### src/rtl/gbp_pkg.sv
`default_nettype none
// ============================================================================
// gbp_pkg
// Shared constants, register codes and record types of the glyph blitter.
// ============================================================================
package gbp_pkg;

    // Screen geometry and glyph limits
    localparam int SCREEN_WIDTH     = 1404;
    localparam int SCREEN_HEIGHT    = 1872;
    localparam int ROW_STRIDE_BYTES = 1408;
    localparam int TOP_MARGIN       = 8;
    localparam int SIDE_MARGIN      = 8;
    localparam int MAX_GLYPH_SIZE   = 256;
    localparam int GLYPH_CAP        = (MAX_GLYPH_SIZE < 256) ? MAX_GLYPH_SIZE : 256;

    // Field widths
    localparam int PIX_W      = 8;
    localparam int ADDR_W     = 22;
    localparam int WORD_W     = 16;
    localparam int OFF_W      = 13;
    localparam int SIZE_W     = 9;
    localparam int INK_W      = 2;
    localparam int FLEN_W     = 23;
    localparam int CNT_W      = 8;
    localparam int FRAME_CAP  = 4194304;
    localparam int CFG_IDX_W  = 3;
    localparam int CFG_DATA_W = 23;

    // Segment record widths
    localparam int YW = $clog2(SCREEN_HEIGHT + 1);
    localparam int XW = $clog2(SCREEN_WIDTH + 1);

    // Queue between front and back
    localparam int Q_DEPTH = 4;

    typedef enum logic [CFG_IDX_W-1:0] {
        REG_X_ORG    = 3'd0,
        REG_Y_ORG    = 3'd1,
        REG_WIDTH    = 3'd2,
        REG_HEIGHT   = 3'd3,
        REG_INK      = 3'd4,
        REG_FLEN     = 3'd5
    } cfg_idx_t;

    typedef struct packed {
        logic signed [OFF_W-1:0] x_org;
        logic signed [OFF_W-1:0] y_org;
        logic [SIZE_W-1:0]       width;
        logic [SIZE_W-1:0]       height;
        logic [INK_W-1:0]        ink;
        logic [FLEN_W-1:0]       flen;
    } cfg_t;

    // One closed word segment, ready for address generation
    typedef struct packed {
        logic [YW-1:0]     y;
        logic [XW-1:0]     x;
        logic [FLEN_W-1:0] flen;
        logic [WORD_W-1:0] data;
        logic [WORD_W-1:0] mask;
        logic              done;
    } seg_rec_t;

endpackage
`default_nettype wire

### src/rtl/gbp_pix_if.sv
`default_nettype none
// ============================================================================
// gbp_pix_if
// Glyph bitmap byte stream, one byte per beat.
// ============================================================================
interface gbp_pix_if
    import gbp_pkg::*;
();
    logic             valid;
    logic             ready;
    logic [PIX_W-1:0] glyph_byte;

    modport source (output valid, output glyph_byte, input ready);
    modport sink   (input valid, input glyph_byte, output ready);
endinterface
`default_nettype wire

### src/rtl/gbp_wr_if.sv
`default_nettype none
// ============================================================================
// gbp_wr_if
// Masked framebuffer word writes, one write per beat.
// ============================================================================
interface gbp_wr_if
    import gbp_pkg::*;
();
    logic              valid;
    logic              ready;
    logic [ADDR_W-1:0] word_address;
    logic [WORD_W-1:0] write_data;
    logic [WORD_W-1:0] bit_mask;
    logic              last_in_run;
    logic              glyph_done;

    modport source (output valid, output word_address, output write_data,
                    output bit_mask, output last_in_run, output glyph_done,
                    input ready);
    modport sink   (input valid, input word_address, input write_data,
                    input bit_mask, input last_in_run, input glyph_done,
                    output ready);
endinterface
`default_nettype wire

### src/rtl/gbp_cfg_if.sv
`default_nettype none
// ============================================================================
// gbp_cfg_if
// Configuration write channel: register index and data per beat.
// ============================================================================
interface gbp_cfg_if
    import gbp_pkg::*;
();
    logic                  valid;
    logic                  ready;
    logic [CFG_IDX_W-1:0]  index;
    logic [CFG_DATA_W-1:0] data;

    modport source (output valid, output index, output data, input ready);
    modport sink   (input valid, input index, input data, output ready);
endinterface
`default_nettype wire

### src/rtl/gbp_front.sv
`default_nettype none
// ============================================================================
// gbp_front
// Accepts glyph bytes, counts column and row, clips, and merges the set
// pixels of each word segment into data and mask.
// ============================================================================
module gbp_front
    import gbp_pkg::*;
(
    input  wire logic clk,
    input  wire logic rst_n,
    input  wire cfg_t cfg,
    gbp_pix_if.sink   pixels,
    input  wire logic q_full,
    output logic      push,
    output seg_rec_t  push_rec
);

    logic [CNT_W-1:0]  col_reg, col_next;
    logic [CNT_W-1:0]  row_reg, row_next;
    logic              open_reg, open_next;
    logic [YW-1:0]     seg_y_reg, seg_y_next;
    logic [XW-1:0]     seg_x_reg, seg_x_next;
    logic [FLEN_W-1:0] seg_flen_reg, seg_flen_next;
    logic [WORD_W-1:0] data_reg, data_next;
    logic [WORD_W-1:0] mask_reg, mask_next;

    logic              accept;
    logic [SIZE_W-1:0] w_eff, h_eff;
    logic              last_col, last_row;
    logic signed [OFF_W:0] ypos, bx;
    logic [2:0]        pos;
    logic [3:0]        sh;
    logic              row_ok, col_ok, open_now, seg_active, seg_close;
    logic [WORD_W-1:0] data_base, mask_base, data_new, mask_new;

    function automatic logic [SIZE_W-1:0] eff_size(input logic [SIZE_W-1:0] v);
        logic [SIZE_W-1:0] r;
        if (v == '0)
            r = SIZE_W'(1);
        else if (v > SIZE_W'(GLYPH_CAP))
            r = SIZE_W'(GLYPH_CAP);
        else
            r = v;
        return r;
    endfunction

    assign pixels.ready = !q_full;
    assign accept       = pixels.valid && pixels.ready;

    always_comb
    begin
        w_eff    = eff_size(cfg.width);
        h_eff    = eff_size(cfg.height);
        last_col = ({1'b0, col_reg} + SIZE_W'(1)) >= w_eff;
        last_row = ({1'b0, row_reg} + SIZE_W'(1)) >= h_eff;
        ypos     = $signed({{(OFF_W+1-CNT_W){1'b0}}, row_reg}) + {cfg.y_org[OFF_W-1], cfg.y_org};
        bx       = $signed({{(OFF_W+1-CNT_W){1'b0}}, col_reg}) + {cfg.x_org[OFF_W-1], cfg.x_org};
        pos      = bx[2:0];
        sh       = {~pos, 1'b0};
        row_ok   = (ypos >= $signed((OFF_W+1)'(0))) &&
                   (ypos <  $signed((OFF_W+1)'(SCREEN_HEIGHT)));
        col_ok   = (bx >= $signed((OFF_W+1)'(SIDE_MARGIN))) &&
                   (bx <  $signed((OFF_W+1)'(SCREEN_WIDTH)));
        open_now   = !open_reg && row_ok && col_ok;
        seg_active = open_reg || open_now;
        seg_close  = seg_active && ((pos == 3'd7) || last_col);

        data_base = open_now ? '0 : data_reg;
        mask_base = open_now ? '0 : mask_reg;
        data_new  = data_base;
        mask_new  = mask_base;
        if (pixels.glyph_byte != '0)
        begin
            data_new = data_base | (WORD_W'(cfg.ink) << sh);
            mask_new = mask_base | (WORD_W'(2'b11) << sh);
        end

        // Capture geometry at segment open; hold it otherwise
        seg_y_next    = open_now ? ypos[YW-1:0] : seg_y_reg;
        seg_x_next    = open_now ? bx[XW-1:0]   : seg_x_reg;
        seg_flen_next = open_now ? cfg.flen     : seg_flen_reg;

        col_next  = col_reg;
        row_next  = row_reg;
        open_next = open_reg;
        data_next = data_reg;
        mask_next = mask_reg;
        if (accept)
        begin
            open_next = seg_active && !seg_close;
            if (seg_active)
            begin
                data_next = data_new;
                mask_next = mask_new;
            end
            if (last_col)
            begin
                col_next = '0;
                row_next = last_row ? '0 : CNT_W'(row_reg + CNT_W'(1));
            end
            else
            begin
                col_next = CNT_W'(col_reg + CNT_W'(1));
            end
        end

        // Drop empty segments here; the frame limit is checked at the back
        push          = accept && seg_close && (mask_new != '0);
        push_rec.y    = seg_y_next;
        push_rec.x    = seg_x_next;
        push_rec.flen = seg_flen_next;
        push_rec.data = data_new;
        push_rec.mask = mask_new;
        push_rec.done = last_col && last_row;
    end

    always_ff @(posedge clk or negedge rst_n)
    begin
        if (!rst_n)
        begin
            col_reg  <= '0;
            row_reg  <= '0;
            open_reg <= 1'b0;
        end
        else
        begin
            col_reg  <= col_next;
            row_reg  <= row_next;
            open_reg <= open_next;
        end
    end

    always_ff @(posedge clk)
    begin
        if (accept)
        begin
            seg_y_reg    <= seg_y_next;
            seg_x_reg    <= seg_x_next;
            seg_flen_reg <= seg_flen_next;
            data_reg     <= data_next;
            mask_reg     <= mask_next;
        end
    end

endmodule
`default_nettype wire

### src/rtl/gbp_queue.sv
`default_nettype none
// ============================================================================
// gbp_queue
// Short record queue that decouples the front from the back.
// ============================================================================
module gbp_queue
    import gbp_pkg::*;
(
    input  wire logic     clk,
    input  wire logic     rst_n,
    input  wire logic     push,
    input  wire seg_rec_t push_rec,
    output logic          full,
    input  wire logic     pop,
    output logic          head_vld,
    output seg_rec_t      head_rec
);

    localparam int PTR_W = (Q_DEPTH > 1) ? $clog2(Q_DEPTH) : 1;
    localparam int QC_W  = $clog2(Q_DEPTH + 1);

    seg_rec_t         mem [Q_DEPTH];
    logic [PTR_W-1:0] wr_ptr_reg, wr_ptr_next;
    logic [PTR_W-1:0] rd_ptr_reg, rd_ptr_next;
    logic [QC_W-1:0]  count_reg, count_next;
    logic             do_pop;

    function automatic logic [PTR_W-1:0] ptr_inc(input logic [PTR_W-1:0] p);
        return (p == PTR_W'(Q_DEPTH - 1)) ? '0 : PTR_W'(p + PTR_W'(1));
    endfunction

    assign full     = (count_reg == QC_W'(Q_DEPTH));
    assign head_vld = (count_reg != '0);
    assign head_rec = mem[rd_ptr_reg];
    assign do_pop   = pop && head_vld;

    always_comb
    begin
        wr_ptr_next = push   ? ptr_inc(wr_ptr_reg) : wr_ptr_reg;
        rd_ptr_next = do_pop ? ptr_inc(rd_ptr_reg) : rd_ptr_reg;
        count_next  = count_reg;
        if (push && !do_pop)
            count_next = QC_W'(count_reg + QC_W'(1));
        else if (!push && do_pop)
            count_next = QC_W'(count_reg - QC_W'(1));
    end

    always_ff @(posedge clk or negedge rst_n)
    begin
        if (!rst_n)
        begin
            wr_ptr_reg <= '0;
            rd_ptr_reg <= '0;
            count_reg  <= '0;
        end
        else
        begin
            wr_ptr_reg <= wr_ptr_next;
            rd_ptr_reg <= rd_ptr_next;
            count_reg  <= count_next;
        end
    end

    always_ff @(posedge clk)
    begin
        if (push)
            mem[wr_ptr_reg] <= push_rec;
    end

    a_no_overflow: assert property (@(posedge clk) disable iff (!rst_n)
        !(push && full))
        else $error("queue push while full");

    a_count_bound: assert property (@(posedge clk) disable iff (!rst_n)
        count_reg <= QC_W'(Q_DEPTH))
        else $error("queue count beyond depth");

    a_count_step: assert property (@(posedge clk) disable iff (!rst_n)
        (push && !do_pop) |=> (count_reg == QC_W'($past(count_reg) + QC_W'(1))))
        else $error("queue count did not advance on push");

endmodule
`default_nettype wire

### src/rtl/gbp_back.sv
`default_nettype none
// ============================================================================
// gbp_back
// Turns queued segments into word addresses, drops words past the frame
// and holds the write in the output register.
// ============================================================================
module gbp_back
    import gbp_pkg::*;
(
    input  wire logic     clk,
    input  wire logic     rst_n,
    input  wire logic     head_vld,
    input  wire seg_rec_t head_rec,
    output logic          pop,
    gbp_wr_if.source      writes
);

    localparam int ROW_BASE = TOP_MARGIN + SCREEN_HEIGHT - 1;
    localparam int RB_W     = $clog2(ROW_BASE + 1) + 1;
    localparam int PROD_W   = $clog2(ROW_BASE * ROW_STRIDE_BYTES + 1) + 1;
    localparam int CS_W     = $clog2(SIDE_MARGIN + SCREEN_WIDTH) + 1;
    localparam int FULL_W   = ((PROD_W > CS_W) ? PROD_W : CS_W) + 1;
    localparam int CMP_W    = ((FULL_W > FLEN_W) ? FULL_W : FLEN_W) + 1;

    // Stage A: row and column terms
    logic              a_vld_reg, a_vld_next;
    logic [PROD_W-1:0] a_row_reg;
    logic [CS_W-1:0]   a_col_reg;
    logic [FLEN_W-1:0] a_flen_reg;
    logic [WORD_W-1:0] a_data_reg, a_mask_reg;
    logic              a_done_reg;

    // Stage B: output register
    logic              out_vld_reg, out_vld_next;
    logic [ADDR_W-1:0] out_addr_reg;
    logic [WORD_W-1:0] out_data_reg, out_mask_reg;
    logic              out_done_reg;

    logic              b_load, a_take;
    logic [RB_W-1:0]   row_idx;
    logic [CS_W-1:0]   col_sum, col_term;
    logic [FLEN_W-1:0] flen_cap;
    logic [FULL_W-1:0] addr_full;
    logic              drawable;

    always_comb
    begin
        b_load = !out_vld_reg || writes.ready;
        a_take = !a_vld_reg || b_load;
        pop    = head_vld && a_take;

        row_idx  = RB_W'(ROW_BASE) - RB_W'(head_rec.y);
        col_sum  = CS_W'(SIDE_MARGIN) + CS_W'(head_rec.x);
        col_term = CS_W'({col_sum[CS_W-1:3], 1'b0});
        flen_cap = (head_rec.flen > FLEN_W'(FRAME_CAP)) ? FLEN_W'(FRAME_CAP) : head_rec.flen;

        addr_full = FULL_W'(a_row_reg) + FULL_W'(a_col_reg);
        drawable  = (CMP_W'(addr_full) + CMP_W'(1)) < CMP_W'(a_flen_reg);

        a_vld_next   = a_take ? head_vld : a_vld_reg;
        out_vld_next = b_load ? (a_vld_reg && drawable) : out_vld_reg;
    end

    always_ff @(posedge clk or negedge rst_n)
    begin
        if (!rst_n)
        begin
            a_vld_reg   <= 1'b0;
            out_vld_reg <= 1'b0;
        end
        else
        begin
            a_vld_reg   <= a_vld_next;
            out_vld_reg <= out_vld_next;
        end
    end

    always_ff @(posedge clk)
    begin
        if (pop)
        begin
            a_row_reg  <= PROD_W'(row_idx) * PROD_W'(ROW_STRIDE_BYTES);
            a_col_reg  <= col_term;
            a_flen_reg <= flen_cap;
            a_data_reg <= head_rec.data;
            a_mask_reg <= head_rec.mask;
            a_done_reg <= head_rec.done;
        end
        if (b_load && a_vld_reg)
        begin
            out_addr_reg <= ADDR_W'(addr_full);
            out_data_reg <= a_data_reg;
            out_mask_reg <= a_mask_reg;
            out_done_reg <= a_done_reg;
        end
    end

    assign writes.valid        = out_vld_reg;
    assign writes.word_address = out_addr_reg;
    assign writes.write_data   = out_data_reg;
    assign writes.bit_mask     = out_mask_reg;
    assign writes.last_in_run  = 1'b1;
    assign writes.glyph_done   = out_done_reg;

    a_mask_set: assert property (@(posedge clk) disable iff (!rst_n)
        out_vld_reg |-> (out_mask_reg != '0))
        else $error("write issued with empty mask");

    a_data_in_mask: assert property (@(posedge clk) disable iff (!rst_n)
        out_vld_reg |-> ((out_data_reg & ~out_mask_reg) == '0))
        else $error("write data outside mask");

endmodule
`default_nettype wire

### src/rtl/glyph_blit_packed_2bpp_unit.sv
`default_nettype none
// ============================================================================
// glyph_blit_packed_2bpp_unit
// Glyph blitter into a 2-bit-per-pixel packed framebuffer.
// ============================================================================
// Feed glyph bitmap bytes in raster order, one per beat; the block counts
// column and row itself and wraps to a new glyph after the last byte. It
// takes a new byte on every beat while the write side keeps up. Every
// closed word segment with at least one drawn pixel inside the frame
// yields one masked 16-bit write, at most one per input beat. The write
// passes through the queue entry, the address stage and the output
// register before it is offered, and the write side can hold it in the
// output register until it raises ready. The input stalls only when the
// four-entry segment queue is full, which happens when the write side
// holds ready low. Configuration writes are accepted in any cycle; write
// them while the block is idle.
// ============================================================================
module glyph_blit_packed_2bpp_unit
    import gbp_pkg::*;
(
    input  wire logic clk,
    input  wire logic rst_n,
    gbp_cfg_if.sink   cfg,
    gbp_pix_if.sink   pixels,
    gbp_wr_if.source  writes
);

    cfg_t     cfg_reg, cfg_next;
    logic     q_push, q_full, q_pop, q_head_vld;
    seg_rec_t q_push_rec, q_head_rec;

    // Register file: accept every beat, drop indexes past the list
    assign cfg.ready = 1'b1;

    always_comb
    begin
        cfg_next = cfg_reg;
        if (cfg.valid)
        begin
            case (cfg_idx_t'(cfg.index))
                REG_X_ORG:    cfg_next.x_org    = $signed(cfg.data[OFF_W-1:0]);
                REG_Y_ORG:    cfg_next.y_org    = $signed(cfg.data[OFF_W-1:0]);
                REG_WIDTH:    cfg_next.width    = cfg.data[SIZE_W-1:0];
                REG_HEIGHT:   cfg_next.height   = cfg.data[SIZE_W-1:0];
                REG_INK:      cfg_next.ink      = cfg.data[INK_W-1:0];
                REG_FLEN:     cfg_next.flen     = cfg.data[FLEN_W-1:0];
                default:      cfg_next          = cfg_reg;
            endcase
        end
    end

    always_ff @(posedge clk or negedge rst_n)
    begin
        if (!rst_n)
        begin
            cfg_reg.x_org    <= '0;
            cfg_reg.y_org    <= '0;
            cfg_reg.width    <= SIZE_W'(1);
            cfg_reg.height   <= SIZE_W'(1);
            cfg_reg.ink      <= '0;
            cfg_reg.flen     <= FLEN_W'(FRAME_CAP);
        end
        else
        begin
            cfg_reg <= cfg_next;
        end
    end

    // Front: count, clip and merge pixels into word segments
    gbp_front u_front (
        .clk      (clk),
        .rst_n    (rst_n),
        .cfg      (cfg_reg),
        .pixels   (pixels),
        .q_full   (q_full),
        .push     (q_push),
        .push_rec (q_push_rec)
    );

    // Queue: hold closed segments while the write side stalls
    gbp_queue u_queue (
        .clk      (clk),
        .rst_n    (rst_n),
        .push     (q_push),
        .push_rec (q_push_rec),
        .full     (q_full),
        .pop      (q_pop),
        .head_vld (q_head_vld),
        .head_rec (q_head_rec)
    );

    // Back: form the byte address, drop words past the frame, issue writes
    gbp_back u_back (
        .clk      (clk),
        .rst_n    (rst_n),
        .head_vld (q_head_vld),
        .head_rec (q_head_rec),
        .pop      (q_pop),
        .writes   (writes)
    );

endmodule
`default_nettype wire

### src/flat_wrapper.sv
// flat-port wrapper written by rule: the top's interface ports become plain ports
module glyph_blit_packed_2bpp_unit_flat import gbp_pkg::*;
  (clk, rst_n, cfg_valid, cfg_index, cfg_data, cfg_ready, pixels_valid, pixels_glyph_byte, pixels_ready, writes_valid, writes_word_address, writes_write_data, writes_bit_mask, writes_last_in_run, writes_glyph_done, writes_ready);
  gbp_cfg_if cfg_i ();
  gbp_pix_if pixels_i ();
  gbp_wr_if writes_i ();
  input  wire logic clk;
  input  wire logic rst_n;
  input wire logic [$bits(cfg_i.valid)-1:0] cfg_valid;
  input wire logic [$bits(cfg_i.index)-1:0] cfg_index;
  input wire logic [$bits(cfg_i.data)-1:0] cfg_data;
  output wire logic [$bits(cfg_i.ready)-1:0] cfg_ready;
  input wire logic [$bits(pixels_i.valid)-1:0] pixels_valid;
  input wire logic [$bits(pixels_i.glyph_byte)-1:0] pixels_glyph_byte;
  output wire logic [$bits(pixels_i.ready)-1:0] pixels_ready;
  output wire logic [$bits(writes_i.valid)-1:0] writes_valid;
  output wire logic [$bits(writes_i.word_address)-1:0] writes_word_address;
  output wire logic [$bits(writes_i.write_data)-1:0] writes_write_data;
  output wire logic [$bits(writes_i.bit_mask)-1:0] writes_bit_mask;
  output wire logic [$bits(writes_i.last_in_run)-1:0] writes_last_in_run;
  output wire logic [$bits(writes_i.glyph_done)-1:0] writes_glyph_done;
  input wire logic [$bits(writes_i.ready)-1:0] writes_ready;
  assign cfg_i.valid = cfg_valid;
  assign cfg_i.index = cfg_index;
  assign cfg_i.data = cfg_data;
  assign cfg_ready = cfg_i.ready;
  assign pixels_i.valid = pixels_valid;
  assign pixels_i.glyph_byte = pixels_glyph_byte;
  assign pixels_ready = pixels_i.ready;
  assign writes_valid = writes_i.valid;
  assign writes_word_address = writes_i.word_address;
  assign writes_write_data = writes_i.write_data;
  assign writes_bit_mask = writes_i.bit_mask;
  assign writes_last_in_run = writes_i.last_in_run;
  assign writes_glyph_done = writes_i.glyph_done;
  assign writes_i.ready = writes_ready;
  glyph_blit_packed_2bpp_unit u_core (.clk(clk), .rst_n(rst_n), .cfg(cfg_i), .pixels(pixels_i), .writes(writes_i));
endmodule
### config.mk
export PLATFORM = sky130hd
export DESIGN_NAME = glyph_blit_packed_2bpp_unit_flat
export DESIGN_NICKNAME = d
export VERILOG_FILES = /design/src/rtl/gbp_pkg.sv /design/src/rtl/gbp_pix_if.sv /design/src/rtl/gbp_wr_if.sv /design/src/rtl/gbp_cfg_if.sv /design/src/rtl/gbp_front.sv /design/src/rtl/gbp_queue.sv /design/src/rtl/gbp_back.sv /design/src/rtl/glyph_blit_packed_2bpp_unit.sv /design/src/flat_wrapper.sv
export SDC_FILE = /design/constraint.sdc
export NUM_CORES = 1
export LEC_CHECK = 0
export BUFFER_PORTS_ARGS = -buffer_cell sky130_fd_sc_hd__buf_2
export CORE_MARGIN = 5
export CORE_UTILIZATION = 45
export CTS_BUF_LIST = sky130_fd_sc_hd__clkbuf_4
export CTS_CLUSTER_DIAMETER = 120
export CTS_CLUSTER_SIZE = 10
export DETAILED_ROUTE_END_ITERATION = 16
export PLACE_DENSITY_LB_ADDON = 0.3
export SLEW_MARGIN = 10
export SYNTH_ARGS = -nofsm -noshare
export SYNTH_HDL_FRONTEND = slang
export SYNTH_HIERARCHICAL = 1
export SYNTH_SLANG_ARGS = --single-unit
### constraint.sdc
create_clock -name clk -period 9.5 [get_ports clk]
set_input_delay 2.375 -clock clk [delete_from_list [all_inputs] [get_ports clk]]
set_output_delay 2.375 -clock clk [all_outputs]
set_load 0.05 [all_outputs]
==> summary.md <==
| Metric | Value |
|---|---|
| Status | complete, no violations |
| Most frequent cells in the layout | edfxtp_1 (508), clkbuf_4 (103), ha_1 (96) |
| Commonest non-fill, non-tap cell in the layout | edfxtp_1 |
| Tot GR Track Use | 16.3% |
| Max Cap Violations | 0 |
| Clock Skew | 0.0474 ns |
| First-pass GRT wire length | 81.2 mm |
| DR vias | 13600 |
| Max-slew violations | 0 |
| Horiz. Die Dim | 252 um |
| Fmax | 183 MHz |
| Syn_area_per_cell | 16.8 um^2 |
| Critical path peak fanout | 53 |
| Arrival time worst endpoint | 5.86 ns |
| Avg WL per Cell | 20.6 um |
| Clk buf depth | 3 |
| Final hold vios | 0 |
| FF-to-FF path depth | 13 |
| Fin crit share | 57.4% |
| Launch point of the worst hold path | u_core/u_back/a_data_reg[2]$_DFFE_PP_ |
| Largest register FFs | 300 |
| Final setup fails | 0 |
| Vias in the first global route | 14000 |
| Final GP Congestion | 0.810 |
| Reg2reg start | u_core/u_front/col_reg[0]$_DFFE_PN0P_ |
| Total die area | 0.0633 mm^2 |
| Slew HR | 21.9% |
| Required @ worst endpoint | 9.91 ns |
| Initial antenna violation count | 2 |
| H-Tree Depth | 3 |
| # hold bufs at CTS | 0 |
| Post-CTS Setup Bufs | 0 |
| Syn Inst Count | 1559 |
| CP cell instances | ha_1 -> inv_1 -> fa_1 -> nand2b_1 -> a211oi_1 -> a211oi_2 -> o32ai_2 -> nor3_1 -> a41oi_2 -> and3_1 -> o221a_2 -> and2_4 -> buf_4 |
| Root Driver | clkbuf_4 |
| Starting Density | 45.5% |
| CTS tree | built |
| CTS buffer count | 70 |
| Die H | 252 um |
| GR Overflow Total | 0 |
| Critical path endpoint category | flip-flop |
| IO Port Bufs | 94 |
| Critical path's largest stage delay | 0.88 ns |
| Fin Hold WS | 0.418 ns |
| Syn nets | 1707 |
| FF-to-FF setup slack | 4.05 ns |
| Clk sink count | 603 |
| Routed vias/inst | 5.43 |
| ANT nets after route | 0 |
| Post-cts gate resize count | 0 |
| I/O Pins | 98 |
| Worst Path Class, Setup | reg -> reg |
| Hold WC Path Type | reg -> reg |
| First-pass DRT Iterations | 5 |
| Hold path depth | 0 |
| Routed wire length | 51.5 mm |
| Clock latency on the worst-skew pair | 0.81 ns |
| Row count | 88 |
| Area grow syn2layout | 7.59% |
| Largest net degree at the start of global routing | 73 |
| DP HPWL | 33.9 mm |
| Cell Area, Synth | 0.0263 mm^2 |
| Layout Nets | 1844 |
| Area of the core | 0.0577 mm^2 |
| # fillers | 4888 |
| Critical Path Slowest Stage Cell | and3_1 |
| Remaining DRCs | 0 |
| Worst Hold End | u_core/u_back/writes.write_data[2]$_DFFE_PP_ |
| Crit start category | flip-flop |
| Reg-to-Reg End | u_core/u_queue/mem[3][2]$_DFFE_PP_ |
| RSZ-0062 raised after global routing | false |
| Clock-pin slew on the worst setup and hold paths | 0.12 ns |
| Least-Margin Pin Slew | 1.17 ns |
| Synthesis Warnings | 6 |
| Fraction of layout cells with a size suffix above 1 | 25.0% |
| Setup TNS | 0 ns |
| Min Clock Period, post-route | 5.45 ns |
| Drt first-iter violations | 1010 |
[through the flow]
stage / utilization (%) / std cells / cell area (um^2) / setup slack [ns]
floorplan: - / 1559 / 26300 / 1.45
global placement: 47.6 / 2389 / 27400 / 4.17
detailed placement: 47.6 / 2389 / 27400 / 4.11
CTS: 49.0 / 2497 / 28200 / 4.02
global route: 49.0 / 2498 / 28200 / 3.76
finish: 49.0 / 2498 / 28200 / 4.05
[critical path, delay by kind of cell, from the launching register on]
family / cells / cell delay [ns]
AO/OA/AOI/OAI: 5 / 1.47
adder cells (fa/ha/maj): 2 / 0.69
buffers and inverters: 2 / 0.78
flip-flops: 1 / 0.47
AND/OR/NAND/NOR: 4 / 1.57
[metal layers]
layer  wire length [um]  vias up  share of wire, %  GRT usage (%)
met2              25200      290                49           26.7
met4               1140        0               2.2           5.46
met5                  0        -                 0              0
met1              23100     6933                45           22.7
met3               2170       68               4.2           2.40
li1                   -     6281                 -              -
[worst max-delay path by stage]
stage / from / to / slack (ns) / cells after the start
after floorplan: writes_ready / u_core/u_queue/count_reg[1]$_DFFE_PN0P_ / 1.45 / 7
after global placement: u_core/u_front/col_reg[0]$_DFFE_PN0P_ / u_core/u_queue/mem[2][24]$_DFFE_PP_ / 4.17 / 13
after detailed placement: u_core/u_front/col_reg[0]$_DFFE_PN0P_ / u_core/u_queue/mem[1][7]$_DFFE_PP_ / 4.11 / 13
after CTS: u_core/u_front/col_reg[0]$_DFFE_PN0P_ / u_core/u_queue/mem[1][21]$_DFFE_PP_ / 4.02 / 13
after global routing: u_core/u_front/col_reg[0]$_DFFE_PN0P_ / u_core/u_queue/mem[1][21]$_DFFE_PP_ / 3.76 / 13
final: u_core/u_front/col_reg[0]$_DFFE_PN0P_ / u_core/u_queue/mem[3][2]$_DFFE_PP_ / 4.05 / 13
[area by class of cell]
class / count / area (um^2) / share of cell area, %
clock inverters: 5 / 23.8 / 0.0842
multi-input cells: 822 / 7920 / 28.1
diodes: 1 / 2.50 / 0.00886
clock buffers: 103 / 773 / 2.74
well taps: 765 / 957 / 3.39
inverters: 90 / 338 / 1.20
flip-flops and latches: 603 / 17600 / 62.5
repair buffers: 109 / 586 / 2.07
Power is left out: the tool's default activity adds up to more than one toggle a clock period on the data nets, which glitch-free logic cannot reach.
